==> src/rtl/sle_pkg.sv <==
// sle_pkg: shared constants, operation codes and the queued command record
// for the list engine. No dependencies.
package sle_pkg;

  localparam int DEPTH  = 128;
  localparam int ELEM_W = 32;
  localparam int AW     = $clog2(DEPTH);
  localparam int CW     = $clog2(DEPTH + 1);

  typedef enum logic [2:0] {
    OP_APPEND  = 3'd0,
    OP_DEL_VAL = 3'd1,
    OP_DEL_POS = 3'd2,
    OP_DEDUP   = 3'd3,
    OP_REV     = 3'd4,
    OP_ROT     = 3'd5,
    OP_READ    = 3'd6,
    OP_BAD     = 3'd7
  } op_e;

  typedef struct packed {
    op_e                op;
    logic signed [31:0] value;
    logic [7:0]         position;
    logic signed [15:0] shift;
  } cmd_t;

  typedef struct packed {
    logic valid;
    cmd_t cmd;
  } cmdq_t;

endpackage

==> src/rtl/sle_front.sv <==
// sle_front: accepts command items, decodes the operation and holds them
// in a two-entry queue for the back end. Depends on sle_pkg.
module sle_front import sle_pkg::*; (
  input  logic               clk_i,
  input  logic               rst_ni,
  input  logic               in_valid_i,
  output logic               in_stall_o,
  input  logic [2:0]         command_i,
  input  logic signed [31:0] value_i,
  input  logic [7:0]         position_i,
  input  logic signed [15:0] shift_i,
  output cmdq_t              head_o,
  input  logic               pop_i
);

  cmd_t       fifo_q [2];
  logic       wr_ptr_q, wr_ptr_d;
  logic       rd_ptr_q, rd_ptr_d;
  logic [1:0] cnt_q, cnt_d;
  logic       push;
  cmd_t       dec;

  always_comb begin
    dec.value    = value_i;
    dec.position = position_i;
    dec.shift    = shift_i;
    unique case (command_i)
      3'd0:    dec.op = OP_APPEND;
      3'd1:    dec.op = OP_DEL_VAL;
      3'd2:    dec.op = OP_DEL_POS;
      3'd3:    dec.op = OP_DEDUP;
      3'd4:    dec.op = OP_REV;
      3'd5:    dec.op = OP_ROT;
      3'd6:    dec.op = OP_READ;
      default: dec.op = OP_BAD;
    endcase
  end

  assign in_stall_o   = (cnt_q == 2'd2);
  assign push         = in_valid_i && !in_stall_o;
  assign head_o.valid = (cnt_q != 2'd0);
  assign head_o.cmd   = fifo_q[rd_ptr_q];

  always_comb begin
    wr_ptr_d = push ? !wr_ptr_q : wr_ptr_q;
    rd_ptr_d = pop_i ? !rd_ptr_q : rd_ptr_q;
    cnt_d    = cnt_q + {1'b0, push} - {1'b0, pop_i};
  end

  always_ff @(posedge clk_i) begin
    if (push) begin
      fifo_q[wr_ptr_q] <= dec;
    end
  end

  always_ff @(posedge clk_i or negedge rst_ni) begin
    if (!rst_ni) begin
      wr_ptr_q <= 1'b0;
      rd_ptr_q <= 1'b0;
      cnt_q    <= 2'd0;
    end else begin
      wr_ptr_q <= wr_ptr_d;
      rd_ptr_q <= rd_ptr_d;
      cnt_q    <= cnt_d;
    end
  end

endmodule

==> config.mk <==
export PLATFORM = sky130hd
export DESIGN_NAME = sle_front
export DESIGN_NICKNAME = d
export VERILOG_FILES = /design/src/rtl/sle_pkg.sv /design/src/rtl/sle_front.sv
export SDC_FILE = /design/constraint.sdc
export NUM_CORES = 1
export LEC_CHECK = 0
export BUFFER_PORTS_ARGS = -buffer_cell sky130_fd_sc_hd__buf_4
export CORE_UTILIZATION = 30
export CTS_CLUSTER_DIAMETER = 120
export CTS_CLUSTER_SIZE = 20
export DETAILED_ROUTE_END_ITERATION = 6
export PLACE_DENSITY = 0.46
export SLEW_MARGIN = 20
export SYNTH_ARGS = -nofsm -noshare
export SYNTH_HDL_FRONTEND = slang
export SYNTH_SLANG_ARGS = --single-unit
==> constraint.sdc <==
create_clock -name clk_i -period 5 [get_ports clk_i]
set_input_delay 0.25 -clock clk_i [delete_from_list [all_inputs] [get_ports clk_i]]
set_output_delay 0.25 -clock clk_i [all_outputs]
set_load 0.01 [all_outputs]
==> flow_summary.toml <==
[yosys]
yosysSeqAreaShare_pct = 76.5
synthCells = 204
yosys.cell_types.count = 15
synth_nets = 269
synth-seq-cells = 122
synth_area_leaders = "edfxtp_1, mux2_4, buf_12"
yosys.area_share.simple_pct = 0.551
synth_flop_cell = "edfxtp_1"
synthMuxAreaShare_pct = 18.6
synth_top_area_cell = "edfxtp_1"
synth.most_common_cell = "edfxtp_1"
synthTopCellsByCount = "edfxtp_1, mux2_4, buf_12, dfrtp_1"
synth_compound_area_share_pct = 0
avgSynthCellArea_um2 = 23.4
synth_top_family_by_area = "multiplexers"
syn_area_um2 = 4770
synth_edf_count = 118
synth_xor_area_share_pct = 0.735
synth_top_area_share_pct = 74.4
yosys_warnings = 0
async_reset_ff_share_pct = 3.28
synth_adder_area_share_pct = 0.525

[min_path]
min_path_type = "in -> reg"
min_from = "value_i[12]"

[critical_path]
crit_chain = "buf_4, mux2_4, buf_4"
crit_path_max_incr_delay_ns = 0.97
r2r-start = "cnt_q[1]"
worstSetupPathType = "reg -> out"
cpMaxStageDelayCell = "dfrtp_4"
cp-startpoint = "rd_ptr_q"
cp-end-kind = "output port"
path_max_fanout = 41
cp.required_ns = 4.75
cp.arrival_ns = 2.41
cp_common_cell = "buf_4"
critPathLaunchType = "flop"

[global_routing]
grt_pass1_wl_mm = 12.6
grt-ovfl-total = 0
grt_pass1_vias = 2252
grt_max_degree = 42
antenna_found_initial = 0
grt_usage_pct = 11.1

[power_and_ir_drop]
leakage_nw = 2.55
total_power_mw = 3.78
peakVddDrop_uv = 353
p_per_area_nw_per_um2 = 593

[cts]
cts_buffers = 17
cts_setup_buffers = 0
ctsRootBufferMaster = "clkbuf_16"
htreeDepth = 4
cts_tree = "yes"
path_clk_slew_ns = 0.05
clkLatencyLatePin_ns = 0.40
clk_path_buf_depth = 2
cts_resized = 0
cts.sinks = 122

[timing]
finalHoldViolCount = 0
holdWs_ns = 0.0257
timing.fmax_ghz = 0.377
rsz0062_at_grt = "false"
layout_min_cycle_time_ns = 2.66
setup_viol = 0
worst_slack_ns = 2.34
slew_viol_final = 0
slew_headroom_pct = 42.9
tns_ns = 0
fin_crit_sh_pct = 53.1
worst_slew_pin_slew_ns = 0.855
finClkSkew_ns = 0.00452

[routing]
firstDrtPassIters = 3
antenna_left = 0
remaining_drc_errors = 0
routed_wl_mm = 8.50
wl_per_cell_um = 15.0
drt_iter0_drc = 116
vias_per_cell = 3.99
via_count = 2254

[floorplanning]
die_x_um = 128
dieArea_um2 = 16400
floorplan.die.height_um = 128
core_um2 = 15400
rows = 45
start_util_pct = 31.0
io_pins = 124

[place]
io_buffers = 123
dp_hpwl_mm = 5.49
pre_cts_ws_ns = 2.67
gp_congestion = 0.720
dpl_cell_area_um2 = 5850

[run_status]
run_status = "completed"

[layout]
fill_cells = 1405
fin_area_um2 = 6380
final_nets = 406
area_growth_pct = 33.9
diodes = 0
drive_gt1_share_pct = 60.2

[job]
drv_cap = 0
==> worst max-delay path, delay by kind of cell (launching register included) <==
kind / cells / cell delay, ns
buffers and inverters: 2 / 0.66
multiplexers: 1 / 0.35
flip-flops: 1 / 0.97
==> sequential cells by signal, summed over array words and instances, names as in the netlist <==
register	flops
wr_ptr_q	1
cnt_q	2
fifo_q	118
rd_ptr_q	1
==> power breakdown <==
group          switching (mW)  total [mW]  internal, mW
Combinational           0.486        1.18         0.691
Sequential              0.154        1.56          1.40
Clock                   0.382        1.05         0.667
==> what timing repair did <==
action | in CTS | in global routing
hold buffers | 1 | 1
hold endpoints to repair | 4 | 2
endpoints found under the setup margin | 0 | 0
==> final timing paths <==
kind	slack [ns]	depth (start not counted)	endpoint
max	2.34	3	head_o[43]
min	0.03	1	fifo_q[1][36]
max reg2reg	2.74	4	fifo_q[0][11]
min reg2reg	0.52	1	cnt_q[0]
max in group asynchronous	4.72	2	rd_ptr_q
min in group asynchronous	0.17	2	cnt_q[1]
==> logic make-up (layout without fill, tap and decap cells) <==
| kind of cell | count (synthesis) | after routing |
|---|---|---|
| flip-flops | 122 | 122 |
| multiplexers | 59 | 59 |
| buffers and inverters | 12 | 162 |
| AND/OR/NAND/NOR | 5 | 5 |
| XOR/XNOR | 4 | 4 |
| adder cells (fa/ha/maj) | 2 | 2 |
==> per-stage QoR <==
stage	instances	util, %
5_1_grt	565	41.5
4_1_cts	564	41.5
3_5_place_dp	531	38.0
2_1_floorplan	204	-
3_3_place_gp	531	38.0
6_report	565	41.5
==> layout make-up <==
| class | instances | area [um^2] | share of cell area (%) |
|---|---|---|---|
| inverters | 2 | 7.51 | 0.118 |
| clock buffers | 28 | 497 | 7.78 |
| clock inverters | 4 | 20.0 | 0.314 |
| flip-flops and latches | 122 | 3650 | 57.1 |
| repair buffers | 128 | 966 | 15.1 |
| multi-input cells | 70 | 981 | 15.4 |
| well taps | 211 | 264 | 4.14 |
==> per-layer routing <==
layer	track usage [%]	vias to the layer above	routed length, um
li1	-	1075	-
met1	13.0	1098	3590
met2	17.6	70	4280
met3	4.51	11	496
met4	6.02	0	136
met5	0	-	0
==> cells in the final DEF (no fill, tap or decap), drive strengths merged <==
master / n
and3: 1
buf: 126
clkbuf: 28
clkinv: 4
dfrtp: 4
dlygate4sd3: 2
edfxtp: 118
ha: 2
inv: 2
mux2: 59
nand2: 1
nand2b: 1
nor2: 1
or2: 1
xnor2: 3
xor2: 1
Note: power is estimated with default switching activity, not from simulation.
